**src/hw/rtl/i2cra_pkg.sv**
```systemverilog
package i2cra_pkg;

    localparam int MAX_BURST   = 16;
    localparam int QUEUE_DEPTH = 2;
    localparam int QPTR_W      = $clog2(QUEUE_DEPTH);
    localparam int QCNT_W      = $clog2(QUEUE_DEPTH + 1);

    localparam int IN_TDATA_W  = 32;
    localparam int OUT_TDATA_W = 16;

    // operation codes of a command
    localparam logic [1:0] OP_WRITE = 2'd0;
    localparam logic [1:0] OP_READ  = 2'd1;
    localparam logic [1:0] OP_PROBE = 2'd2;

    // item kinds
    localparam logic KIND_CMD  = 1'b0;
    localparam logic KIND_TICK = 1'b1;

    // classified request handed from the front end to the engine
    typedef struct packed {
        logic       is_tick;
        logic       cmd_ok;
        logic [1:0] op;
        logic [6:0] dev_addr;
        logic [7:0] reg_addr;
        logic [7:0] write_value;
        logic [4:0] count;
        logic       sda_in;
    } t_req;

endpackage

```
**src/hw/rtl/i2c_register_access_master_unit.sv**
```systemverilog
// the engine writes a request's result to the output register as it takes it from the queue
// throughput: one request per cycle unless the output stalls; the engine steps its line
// state machine once per request. A two-entry request queue parts the input handshake from
// the engine and its output register. Reset (synchronous, active low) empties the queue and
// output, returns the engine to idle and releases both lines
module i2c_register_access_master_unit #(
    parameter int MAX_BURST = i2cra_pkg::MAX_BURST
) (
    input  logic                                i_clk,
    input  logic                                i_rst_n,
    input  logic                                i_s_axis_tvalid,
    output logic                                o_s_axis_tready,
    // op[1:0], dev_addr[8:2], reg_addr[16:9], write_value[24:17], count[29:25],
    // sda_in[30], zero[31]
    input  logic [i2cra_pkg::IN_TDATA_W-1:0]    i_s_axis_tdata,
    // kind[0]
    input  logic                                i_s_axis_tuser,
    output logic                                o_m_axis_tvalid,
    input  logic                                i_m_axis_tready,
    // scl_low[0], sda_low[1], read_data[9:2], done_res[10], nack_error[11],
    // busy_res[12], zero[15:13]
    output logic [i2cra_pkg::OUT_TDATA_W-1:0]   o_m_axis_tdata,
    // data_valid[0]
    output logic                                o_m_axis_tuser,
    // last_byte
    output logic                                o_m_axis_tlast
);

    i2cra_pkg::t_req w_req;
    logic            w_req_valid;
    logic            w_req_pop;

    i2cra_front #(
        .MAX_BURST   (MAX_BURST)
    ) u_front (
        .i_clk       (i_clk),
        .i_rst_n     (i_rst_n),
        .i_valid     (i_s_axis_tvalid),
        .o_ready     (o_s_axis_tready),
        .i_kind      (i_s_axis_tuser),
        .i_data      (i_s_axis_tdata),
        .o_req       (w_req),
        .o_req_valid (w_req_valid),
        .i_req_pop   (w_req_pop)
    );

    i2cra_engine u_engine (
        .i_clk       (i_clk),
        .i_rst_n     (i_rst_n),
        .i_req       (w_req),
        .i_req_valid (w_req_valid),
        .o_req_pop   (w_req_pop),
        .o_valid     (o_m_axis_tvalid),
        .i_ready     (i_m_axis_tready),
        .o_data      (o_m_axis_tdata),
        .o_user      (o_m_axis_tuser),
        .o_last      (o_m_axis_tlast)
    );

endmodule

```
**src/hw/rtl/i2cra_front.sv**
```systemverilog
module i2cra_front #(
    parameter int MAX_BURST = i2cra_pkg::MAX_BURST
) (
    input  logic                                i_clk,
    input  logic                                i_rst_n,
    input  logic                                i_valid,
    output logic                                o_ready,
    input  logic                                i_kind,
    input  logic [i2cra_pkg::IN_TDATA_W-1:0]    i_data,
    output i2cra_pkg::t_req                     o_req,
    output logic                                o_req_valid,
    input  logic                                i_req_pop
);

    i2cra_pkg::t_req                         r_mem [i2cra_pkg::QUEUE_DEPTH];
    logic [i2cra_pkg::QPTR_W-1:0]            r_wr_ptr;
    logic [i2cra_pkg::QPTR_W-1:0]            r_rd_ptr;
    logic [i2cra_pkg::QCNT_W-1:0]            r_count;
    i2cra_pkg::t_req                         w_req;
    logic [4:0]                              w_cnt_raw;
    logic [4:0]                              w_cnt_min;
    logic                                    w_push;
    logic                                    w_pop;

    // classify the request and clamp the burst length between one and MAX_BURST
    always_comb begin
        w_cnt_raw         = i_data[29:25];
        w_cnt_min         = (w_cnt_raw == 5'd0) ? 5'd1 : w_cnt_raw;
        w_req.is_tick     = (i_kind == i2cra_pkg::KIND_TICK);
        w_req.op          = i_data[1:0];
        w_req.cmd_ok      = (i_kind == i2cra_pkg::KIND_CMD) &&
                            (i_data[1:0] == i2cra_pkg::OP_WRITE ||
                             i_data[1:0] == i2cra_pkg::OP_READ ||
                             i_data[1:0] == i2cra_pkg::OP_PROBE);
        w_req.dev_addr    = i_data[8:2];
        w_req.reg_addr    = i_data[16:9];
        w_req.write_value = i_data[24:17];
        w_req.count       = (int'(w_cnt_min) > MAX_BURST) ? 5'(MAX_BURST) : w_cnt_min;
        w_req.sda_in      = i_data[30];
    end

    assign o_ready     = (int'(r_count) < i2cra_pkg::QUEUE_DEPTH);
    assign w_push      = i_valid && o_ready;
    assign o_req_valid = (r_count != '0);
    assign w_pop       = i_req_pop && o_req_valid;
    assign o_req       = r_mem[r_rd_ptr];

    always_ff @(posedge i_clk) begin
        if (w_push) begin
            r_mem[r_wr_ptr] <= w_req;
        end
    end

    always_ff @(posedge i_clk) begin
        if (!i_rst_n) begin
            r_wr_ptr <= '0;
            r_rd_ptr <= '0;
            r_count  <= '0;
        end else begin
            if (w_push) begin
                r_wr_ptr <= (int'(r_wr_ptr) == i2cra_pkg::QUEUE_DEPTH - 1) ?
                            '0 : r_wr_ptr + 1'b1;
            end
            if (w_pop) begin
                r_rd_ptr <= (int'(r_rd_ptr) == i2cra_pkg::QUEUE_DEPTH - 1) ?
                            '0 : r_rd_ptr + 1'b1;
            end
            case ({w_push, w_pop})
                2'b10:   r_count <= r_count + i2cra_pkg::QCNT_W'(1);
                2'b01:   r_count <= r_count - i2cra_pkg::QCNT_W'(1);
                default: r_count <= r_count;
            endcase
        end
    end

endmodule

```
**src/hw/rtl/i2cra_engine.sv**
```systemverilog
module i2cra_engine (
    input  logic                                i_clk,
    input  logic                                i_rst_n,
    input  i2cra_pkg::t_req                     i_req,
    input  logic                                i_req_valid,
    output logic                                o_req_pop,
    output logic                                o_valid,
    input  logic                                i_ready,
    output logic [i2cra_pkg::OUT_TDATA_W-1:0]   o_data,
    output logic                                o_user,
    output logic                                o_last
);

    typedef enum logic [3:0] {
        ST_IDLE     = 4'd0,
        ST_START    = 4'd1,
        ST_RSTART   = 4'd2,
        ST_ADDRW    = 4'd3,
        ST_REG      = 4'd4,
        ST_VAL      = 4'd5,
        ST_ADDRR    = 4'd6,
        ST_READ     = 4'd7,
        ST_STOP     = 4'd8,
        ST_STOPNACK = 4'd9
    } t_stage;

    t_stage     r_stage, n_stage;
    logic [4:0] r_phase, n_phase;
    logic [7:0] r_shift, n_shift;
    logic [4:0] r_left,  n_left;
    logic [1:0] r_op,    n_op;
    logic [6:0] r_dev,   n_dev;
    logic [7:0] r_reg,   n_reg;
    logic [7:0] r_val,   n_val;
    logic       r_scl,   n_scl;
    logic       r_sda,   n_sda;

    logic       r_out_valid;
    logic [7:0] r_rdata, n_rdata;
    logic       r_dvalid, n_dvalid;
    logic       r_last,  n_last;
    logic       r_done,  n_done;
    logic       r_err,   n_err;
    logic       r_busy;

    logic       w_pop;
    logic [7:0] w_shift_in;
    logic [4:0] w_left_dec;

    assign w_pop     = i_req_valid && (!r_out_valid || i_ready);
    assign o_req_pop = w_pop;

    always_comb begin
        n_stage    = r_stage;
        n_phase    = r_phase;
        n_shift    = r_shift;
        n_left     = r_left;
        n_op       = r_op;
        n_dev      = r_dev;
        n_reg      = r_reg;
        n_val      = r_val;
        n_scl      = r_scl;
        n_sda      = r_sda;
        n_rdata    = 8'd0;
        n_dvalid   = 1'b0;
        n_last     = 1'b0;
        n_done     = 1'b0;
        n_err      = 1'b0;
        w_shift_in = {r_shift[6:0], i_req.sda_in};
        w_left_dec = (r_left != 5'd0) ? r_left - 5'd1 : r_left;

        if (!i_req.is_tick) begin
            if (r_stage == ST_IDLE && i_req.cmd_ok) begin
                n_op    = i_req.op;
                n_dev   = i_req.dev_addr;
                n_reg   = i_req.reg_addr;
                n_val   = i_req.write_value;
                n_left  = i_req.count;
                n_stage = ST_START;
                n_phase = 5'd1;
                n_scl   = 1'b0;
                n_sda   = 1'b0;
            end
        end else begin
            case (r_stage)
                ST_START, ST_RSTART: begin
                    if (r_phase == 5'd0) begin
                        n_scl   = 1'b0;
                        n_sda   = 1'b0;
                        n_phase = 5'd1;
                    end else if (r_phase == 5'd1) begin
                        n_scl   = 1'b0;
                        n_sda   = 1'b1;
                        n_phase = 5'd2;
                    end else begin
                        n_scl   = 1'b1;
                        n_sda   = 1'b1;
                        n_shift = {r_dev, (r_stage == ST_RSTART)};
                        n_stage = (r_stage == ST_START) ? ST_ADDRW : ST_ADDRR;
                        n_phase = 5'd0;
                    end
                end
                ST_ADDRW, ST_REG, ST_VAL, ST_ADDRR: begin
                    if (r_phase < 5'd16) begin
                        n_scl   = ~r_phase[0];
                        n_sda   = ~r_shift[3'd7 - r_phase[3:1]];
                        n_phase = r_phase + 5'd1;
                    end else if (r_phase == 5'd16) begin
                        n_scl   = 1'b1;
                        n_sda   = 1'b0;
                        n_phase = 5'd17;
                    end else if (r_phase == 5'd17) begin
                        n_scl   = 1'b0;
                        n_sda   = 1'b0;
                        n_phase = 5'd18;
                    end else begin
                        n_scl   = 1'b1;
                        n_sda   = 1'b0;
                        n_phase = 5'd0;
                        if (i_req.sda_in) begin
                            n_stage = ST_STOPNACK;
                        end else begin
                            // next byte after an acknowledged one
                            case (r_stage)
                                ST_ADDRW: begin
                                    if (r_op == i2cra_pkg::OP_PROBE) begin
                                        n_stage = ST_STOP;
                                    end else begin
                                        n_stage = ST_REG;
                                        n_shift = r_reg;
                                    end
                                end
                                ST_REG: begin
                                    if (r_op == i2cra_pkg::OP_WRITE) begin
                                        n_stage = ST_VAL;
                                        n_shift = r_val;
                                    end else begin
                                        n_stage = ST_RSTART;
                                    end
                                end
                                ST_ADDRR: begin
                                    n_stage = ST_READ;
                                    n_shift = 8'd0;
                                end
                                default: n_stage = ST_STOP;
                            endcase
                        end
                    end
                end
                ST_READ: begin
                    // sample on the tick after each high phase
                    if (r_phase >= 5'd2 && r_phase <= 5'd16 && !r_phase[0]) begin
                        n_shift = w_shift_in;
                    end
                    if (r_phase < 5'd16) begin
                        n_scl   = ~r_phase[0];
                        n_sda   = 1'b0;
                        n_phase = r_phase + 5'd1;
                    end else if (r_phase == 5'd16) begin
                        n_dvalid = 1'b1;
                        n_rdata  = w_shift_in;
                        n_last   = (r_left <= 5'd1);
                        n_scl    = 1'b1;
                        n_sda    = (r_left > 5'd1);
                        n_phase  = 5'd17;
                    end else if (r_phase == 5'd17) begin
                        n_scl   = 1'b0;
                        n_phase = 5'd18;
                    end else begin
                        n_scl   = 1'b1;
                        n_left  = w_left_dec;
                        n_phase = 5'd0;
                        n_shift = 8'd0;
                        if (w_left_dec == 5'd0) begin
                            n_stage = ST_STOP;
                        end
                    end
                end
                ST_STOP, ST_STOPNACK: begin
                    if (r_phase == 5'd0) begin
                        n_scl   = 1'b1;
                        n_sda   = 1'b1;
                        n_phase = 5'd1;
                    end else if (r_phase == 5'd1) begin
                        n_scl   = 1'b0;
                        n_sda   = 1'b1;
                        n_phase = 5'd2;
                    end else begin
                        n_scl   = 1'b0;
                        n_sda   = 1'b0;
                        n_done  = 1'b1;
                        n_err   = (r_stage == ST_STOPNACK);
                        n_stage = ST_IDLE;
                        n_phase = 5'd0;
                    end
                end
                default: begin
                    n_stage = ST_IDLE;
                    n_phase = 5'd0;
                    n_scl   = 1'b0;
                    n_sda   = 1'b0;
                end
            endcase
        end
    end

    always_ff @(posedge i_clk) begin
        if (!i_rst_n) begin
            r_stage     <= ST_IDLE;
            r_phase     <= 5'd0;
            r_shift     <= 8'd0;
            r_left      <= 5'd0;
            r_op        <= 2'd0;
            r_dev       <= 7'd0;
            r_reg       <= 8'd0;
            r_val       <= 8'd0;
            r_scl       <= 1'b0;
            r_sda       <= 1'b0;
            r_out_valid <= 1'b0;
        end else if (w_pop) begin
            r_stage     <= n_stage;
            r_phase     <= n_phase;
            r_shift     <= n_shift;
            r_left      <= n_left;
            r_op        <= n_op;
            r_dev       <= n_dev;
            r_reg       <= n_reg;
            r_val       <= n_val;
            r_scl       <= n_scl;
            r_sda       <= n_sda;
            r_out_valid <= 1'b1;
        end else if (i_ready) begin
            r_out_valid <= 1'b0;
        end
        if (w_pop) begin
            r_rdata  <= n_rdata;
            r_dvalid <= n_dvalid;
            r_last   <= n_last;
            r_done   <= n_done;
            r_err    <= n_err;
            r_busy   <= (n_stage != ST_IDLE);
        end
    end

    assign o_valid = r_out_valid;
    assign o_user  = r_dvalid;
    assign o_last  = r_last;
    assign o_data  = {3'd0, r_busy, r_err, r_done, r_rdata, r_sda, r_scl};

    a_err_with_done: assert property (@(posedge i_clk) disable iff (!i_rst_n)
        r_out_valid && r_err |-> r_done)
        else $error("nack error reported without stop");

    a_done_not_busy: assert property (@(posedge i_clk) disable iff (!i_rst_n)
        r_out_valid && r_done |-> !r_busy && r_stage == ST_IDLE)
        else $error("stop reported while still busy");

    a_idle_released: assert property (@(posedge i_clk) disable iff (!i_rst_n)
        r_stage == ST_IDLE |-> !r_scl && !r_sda)
        else $error("lines driven while idle");

    a_byte_not_done: assert property (@(posedge i_clk) disable iff (!i_rst_n)
        r_out_valid && r_dvalid |-> !r_done && r_stage == ST_READ)
        else $error("read byte outside a read burst");

endmodule

```
**config.mk**
```make
export PLATFORM = sky130hd
export DESIGN_NAME = i2c_register_access_master_unit
export DESIGN_NICKNAME = d
export VERILOG_FILES = /design/src/hw/rtl/i2cra_pkg.sv /design/src/hw/rtl/i2c_register_access_master_unit.sv /design/src/hw/rtl/i2cra_front.sv /design/src/hw/rtl/i2cra_engine.sv
export SDC_FILE = /design/constraint.sdc
export NUM_CORES = 1
export LEC_CHECK = 0
export BUFFER_PORTS_ARGS = -buffer_cell sky130_fd_sc_hd__buf_2
export CORE_AREA = 5 5 123 125
export DETAILED_ROUTE_END_ITERATION = 10
export DIE_AREA = 0 0 128 130
export MAX_ROUTING_LAYER = met4
export PLACE_DENSITY = 0.75
export SLEW_MARGIN = 20
export SYNTH_ARGS = -nofsm -noshare
export SYNTH_HDL_FRONTEND = slang
export SYNTH_SLANG_ARGS = --single-unit
export TNS_END_PERCENT = 1
```
**constraint.sdc**
```tcl
create_clock -name i_clk -period 7.1 [get_ports i_clk]
set_input_delay 1.065 -clock i_clk [delete_from_list [all_inputs] [get_ports i_clk]]
set_output_delay 1.065 -clock i_clk [all_outputs]
set_load 0.1 [all_outputs]
```
# Word-level counts from Yosys, hierarchy flattened

Memories as Yosys holds them, arrays and structs flattened. A register that Yosys moved wholly into a read port is not among the register bits.
Cells that the tools add are included.
W data, S select, Z words.

Memories: 1
RAM bits: 66
Bits in registers: 67
Output and inout port bits: 20
Word-level logic and storage cells: 192

Memories:

| memory        | words | bits a word | rd ports | clocked after memory_dff | write ports | line              | source |
|---|---|---|---|---|---|---|---|
| u_front.r_mem | 2     | 33          | 1        | 1                        | 1           | i2cra_front.sv:15 | `i2cra_pkg::t_req r_mem [i2cra_pkg::QUEUE_DEPTH];` |

Magnitude comparators: 8
Equality and inequality tests: 31
Add/subtract/negate cells: 7
Reduce and logical (&&, ||, !) cells: 39
Multiplexer cells: 79
Bitwise logic cells: 7

Operator list:

| cell                  | number |
|---|---|
| $mux W8               | 12 |
| $mux W5               | 15 |
| $mux W4               | 15 |
| $pmux W8 S3           | 2 |
| $mux W1               | 25 |
| $ne A2 B2 Y1 const B  | 10 |
| $eq A4 B3 Y1 const B  | 4 |
| $pmux W4 S4           | 1 |
| $reduce_or A4 Y1      | 4 |
| $logic_not A5 Y1      | 3 |
| $pmux W4 S3           | 1 |
| $reduce_and A12 Y1    | 1 |
| $eq A5 B5 Y1 const B  | 2 |
| $pmux W5 S2           | 1 |
| $eq A4 B2 Y1 const B  | 2 |
| $eq A4 B4 Y1 const B  | 2 |
| $reduce_bool A2 Y1    | 4 |
| $logic_and A1 B1 Y1   | 7 |
| $not A1 Y1            | 7 |
| $eq A2 B2 Y1 const B  | 3 |
| $mux W3               | 2 |
| $reduce_and A3 Y1     | 2 |
| $reduce_and A6 Y1     | 1 |
| $add A5 B1 Y5 const B | 1 |
| 36 further kinds      | 44 |

# Logic depth before layout (Yosys ltp)

Word-level depth: 10
Mapped depth: 10
Gate-level depth less buffers: 8

# Cells and area by module

Synthesis repeated with hierarchy kept, for this count alone.

Cells, all modules: 564
Area, all modules: 6253.5 um^2

By module, submodules not included:

| module       | instances | area each (um^2) | cells each |
|---|---|---|---|
| i2cra_engine | 1         | 3616.0           | 430 |
| i2cra_front  | 1         | 2637.5           | 134 |

# Least setup slack after synthesis

No wires, ideal clock.

Path kind: register to register
From: register u_front.r_count[1] (netlist name)
To: memory u_front.r_mem[0][0] (netlist name), enable pin
Period minus slack after synthesis: 3.042 ns
Slack: 4.058 ns
Data arrival time: 2.619 ns
Cell stages (with the launch flop): 4
Path buffers: 0
Library setup time: 0.423 ns
Data required time: 6.677 ns
Cell sequence: dfxtp_1 -> inv_1 -> nand2_1 -> nor2_1

Word-level cells in the longest chain between the ends: 4

RTL lines:

| what                          | line                                  | source |
|---|---|---|
| start: declaration            | i2cra_front.sv:18                     | `logic [i2cra_pkg::QCNT_W-1:0] r_count;` |
| start signal: assignment      | i2cra_front.sv:69                     | `2'b10: r_count <= r_count + i2cra_pkg::QCNT_W'(1);` |
| start signal: assignment      | i2cra_front.sv:70                     | `2'b01: r_count <= r_count - i2cra_pkg::QCNT_W'(1);` |
| start signal: assignment      | i2cra_front.sv:71                     | `default: r_count <= r_count;` |
| $lt A2 B2 Y1                  | i2cra_front.sv:42                     | `assign o_ready = (int'(r_count) < i2cra_pkg::QUEUE_DEPTH);` |
| via o_s_axis_tready           | i2c_register_access_master_unit.sv:12 | `output logic o_s_axis_tready,` |
| $logic_and A1 B1 Y1           | i2cra_front.sv:43                     | `assign w_push = i_valid && o_ready;` |
| $mux W1                       | i2cra_front.sv:49                     | `if (w_push) begin` |
| $mux W1 (implied by the code) | i2cra_front.sv:50                     | `r_mem[r_wr_ptr] <= w_req;` |
| end: declaration              | i2cra_front.sv:15                     |  |

The timed path passes the listed nets, and every way through them passes these cells.

# Worst setup path in the final report

From: input i_m_axis_tready
To: register u_front.r_count[1] (netlist name)

Word-level cells in the longest chain between the ends: 5
Elaborated cells between the ends (all ways): 7
Those cells by class: eq/ne (2); mux (1); reduce/logical (4)

RTL lines:

| what                                                     | line                                  | source |
|---|---|---|
| start: declaration                                       | i2c_register_access_master_unit.sv:19 | `input logic i_m_axis_tready,` |
| $logic_or A1 B1 Y1 (*)                                   | i2cra_engine.sv:50                    | `assign w_pop = i_req_valid && (!r_out_valid \|\| i_ready);` |
| $logic_and A1 B1 Y1 (*)                                  | i2cra_engine.sv:50                    |  |
| via u_engine.o_req_pop                                   | i2cra_engine.sv:6                     | `output logic o_req_pop,` |
| $logic_and A1 B1 Y1 (*)                                  | i2cra_front.sv:45                     | `assign w_pop = i_req_pop && o_req_valid;` |
| $eq A2 B1 Y1 / $eq A2 B2 Y1 (equally long branches)      | i2cra_front.sv:68                     | `case ({w_push, w_pop})` |
| $pmux W2 S2 / $reduce_bool A2 Y1 (equally long branches) | -                                     |  |

Mark *: on every way through the listed nets, which the timed path passes. The rest lies on a longest branch.
A chain may end at the register's enable or synchronous reset.

==> run_results.csv <==
group,metric,value,unit
power_and_ir_drop,p_leak,2.42,nW
sta,finalWorstSetupSlack,4.00,ns
finish,diodes,0,
logic_synthesis,synthAdderAreaFrac,0.0163,
sta,grt_setup_unrepaired,"no",
routing,via_count,4336,
power_and_ir_drop,power.net_switching,0.00108,W
clock_network,cts-resized-gates,0,
finish,area_delta_synth_final,14.5,%
worst_setup_path,crit_chain,"buf_2, nand2b_1, o21ai_1, clkinv_1, ha_1, or3_1, a21oi_1",
grt,grt_max_degree,51,
placed_design,gp_congestion,0.890,
die,core,13800,um2
sta,tightest_slew,0.949,ns
sta,relSlewSlack,0.366,
sta,slew_viol_final,0,
routing,vias_per_cell,5.59,
routing,drt-pass1-iter-count,4,
die,start_util,0.446,
sta,fin_skew,0.00571,ns
grt,grt_usage,0.162,
power_and_ir_drop,comb_power_share,0.325,
logic_synthesis,synth_xor_area_frac,0.00855,
finish,top_register,"u_front.r_mem",
sta,setup_tns,0,ns
routing,first_iter_violations,240,
logic_synthesis,ys_seq_area_frac,0.565,
finish,final_core_util,0.511,
finish,largest_reg_flops,66,
sta,period_needed,3.10,ns
die,ios,57,
finish,nets,627,
outcome,status,"completed",
die,die_area,16600,um2
logic_synthesis,synth_mux_area_frac,0.0706,
grt,grt_overflow,0,
die,fp-row-count,43,
clock_network,clockRootBuffer,"clkbuf_16",
finish,drive_gt1_frac,0.185,
worst_setup_path,crit_path_end_kind,"flop",
clock_network,cts.sinks,134,
worst_setup_path,critPathSlowestCell,"clkinv_1",
worst_setup_path,start_kind,"input port",
worst_setup_path,path_class,"in2reg",
sta,fin_crit_sh,0.437,
power_and_ir_drop,p_int,0.00172,W
grt,grt_antenna_before_repair,0,
clock_network,path_clk_slew,0.06,ns
sta,fmax,322,MHz
logic_synthesis,netlist.area_leader.share,0.386,
worst_setup_path,critPathMaxStageDelay,0.75,ns
logic_synthesis,netlist_area,6150,um2
clock_network,ctsHoldBuffers,0,
logic_synthesis,synth-compound-area-share,0.168,
die,fp.dieH,130,um
worst_setup_path,required,7.44,ns
worst_setup_path,crit_arrival,3.44,ns
logic_synthesis,ys_async_sr_fraction,0,
routing,drc,0,
placed_design,io_buffers,52,
power_and_ir_drop,switching_share,0.385,
logic_synthesis,synth_cell_types,71,
logic_synthesis,synth_ff_type,"edfxtp_1",
clock_network,cts_tree,"built",
logic_synthesis,ys_top_cells_by_area,"edfxtp_1 39%, dfxtp_1 18%, mux2i_1 5.5%",
sta,setup-violations-final,0,
power_and_ir_drop,p_per_area,397,nW/um2
clock_network,clock_insertion_delay_worst_skew,0.42,ns
logic_synthesis,synth_top_family_by_area,"compound AO/OA/AOI/OAI gates",
logic_synthesis,synth.ff_latch_count,134,
logic_synthesis,yosys_warnings,0,
power_and_ir_drop,seqPwrFrac,0.384,
worst_setup_path,critPathMaxFanout,19,
clock_network,clock_tree.buffer_depth,2,
placed_design,dp_hpwl,8550,um
logic_synthesis,syn_avg_cell_area,11.3,um2
clock_network,cts_buffers,17,
clock_network,cts_setup_buffers,0,
routing,ant_nets,0,
logic_synthesis,synth_largest_area_cell,"edfxtp_1",
hold_path,hold_class,"reg2reg",
placed_design,pre_cts_ws,3.52,ns
die,die_w,128,um
routing,wl_per_cell,16.5,um
power_and_ir_drop,peakVddDrop,0.000188,V
grt,grt_pass1_vias,4208,
sta,whs,0.482,ns
routing,routed_wl,12800,um
run,drv_cap,0,
grt,grt_pass1_wl,20700,um
clock_network,htreeDepth,4,
sta,hold_viol,0,
logic_synthesis,synthCells,544,
logic_synthesis,synth-simple-area-share,0.130,
power_and_ir_drop,pwr-share-clk,0.291,
logic_synthesis,synth_edf_count,79,
## cell usage in the layout (no fill, tap or decap), types with 8 or more instances in the layout
cell type and n:
o21ai_0 19, a211oi_1 32, nor2_1 66, mux2i_1 34, edfxtp_1 79, o22ai_1 10
buf_2 52, clkbuf_16 17, dfxtp_1 54, a21oi_1 23, a22oi_1 12, inv_1 9
and2_1 10, ha_1 8, nand2b_1 10, nor3_1 8, nor2b_1 11, nand2_1 21
## critical path, delay by kind of cell
| family | cells | cell delay (ns) |
|---|---|---|
| fa+ha+maj | 1 | 0.60 |
| buf+inv | 2 | 0.85 |
| simple gates | 2 | 0.50 |
| compound gates | 2 | 0.41 |
## metrics by stage
| stage | std cells | total power [W] | instance area, um2 |
|---|---|---|---|
| 2_1_floorplan | 546 | 0.00182 | 6150 |
| 3_3_place_gp | 743 | 0.00197 | 6480 |
| 3_5_place_dp | 743 | 0.00200 | 6480 |
| 4_1_cts | 775 | 0.00282 | 7040 |
| 5_1_grt | 775 | 0.00293 | 7040 |
| 6_report | 775 | 0.00279 | 7040 |
## per-layer routing
layer / track usage / part of all wire / vias up
met5: - / 0 / -
met4: 0.0574 / 0.012 / 0
met3: 0.0344 / 0.053 / 12
met2: 0.257 / 0.47 / 126
met1: 0.208 / 0.46 / 2068
li1: - / - / 2130
## final timing paths
check / startpoint / end / slack, ns / depth (start not counted)
hold / removal: u_engine.r_sda$_SDFFE_PN0P_ / u_engine.r_sda$_SDFFE_PN0P_ / 0.48 / 2
setup / recovery: i_m_axis_tready / u_front.r_count[1]$_SDFFE_PN0P_ / 4.00 / 7
hold reg to reg: u_engine.r_sda$_SDFFE_PN0P_ / u_engine.r_sda$_SDFFE_PN0P_ / 0.48 / 2
setup reg to reg: u_engine.r_phase[1]$_SDFFE_PN0P_ / u_engine.r_busy$_DFFE_PP_ / 4.03 / 8
## cell families (layout without fill, tap and decap cells)
family / count (synthesis) / count (layout)
multiplexers: 40 / 40
AND/OR/NAND/NOR: 159 / 159
buffers and inverters: 51 / 100
AO/OA/AOI/OAI: 145 / 145
XOR/XNOR: 6 / 6
adder cells (fa/ha/maj): 8 / 8
flip-flops: 134 / 134
other: 1 / 3
## Yosys cell counts, types with 3 or more instances
cell type / instances
edfxtp_1: 79
nand3_1: 6
a211oi_1: 32
or4_1: 3
mux2_2: 3
o21bai_1: 3
inv_1: 9
nor2_1: 67
o211ai_1: 4
clkbuf_1: 18
nand2_1: 21
o21ai_0: 19
mux2i_1: 34
buf_2: 9
a221oi_1: 7
o22ai_1: 10
buf_4: 9
and2_1: 10
ha_1: 8
a21o_1: 3
a22oi_1: 12
nor2b_1: 11
o311ai_0: 4
nand2b_1: 10
or3_1: 5
a211o_1: 5
dfxtp_1: 55
xor2_1: 3
a21oi_1: 23
nor3_1: 8
xnor2_1: 3
## layout make-up
class	instances	area (um2)
well taps	180	225
clock buffers	18	439
repair buffers	57	298
fillers	1230	6740
inverters	11	41.3
flip-flops and latches	134	3470
clock inverters	14	116
multi-input cells	361	2440
## power groups by stage
| stage | Clock, W | Sequential, W | Combinational, W |
|---|---|---|---|
| after floorplan | 0 | 0.00123 | 0.000592 |
| after global placement | 0 | 0.00108 | 0.000894 |
| after detailed placement | 0 | 0.00109 | 0.000916 |
| after CTS | 0.000829 | 0.00107 | 0.000917 |
| after global routing | 0.000858 | 0.00109 | 0.000981 |
| final | 0.000813 | 0.00107 | 0.000909 |
No activity file was read; power rests on OpenSTA's default activity.
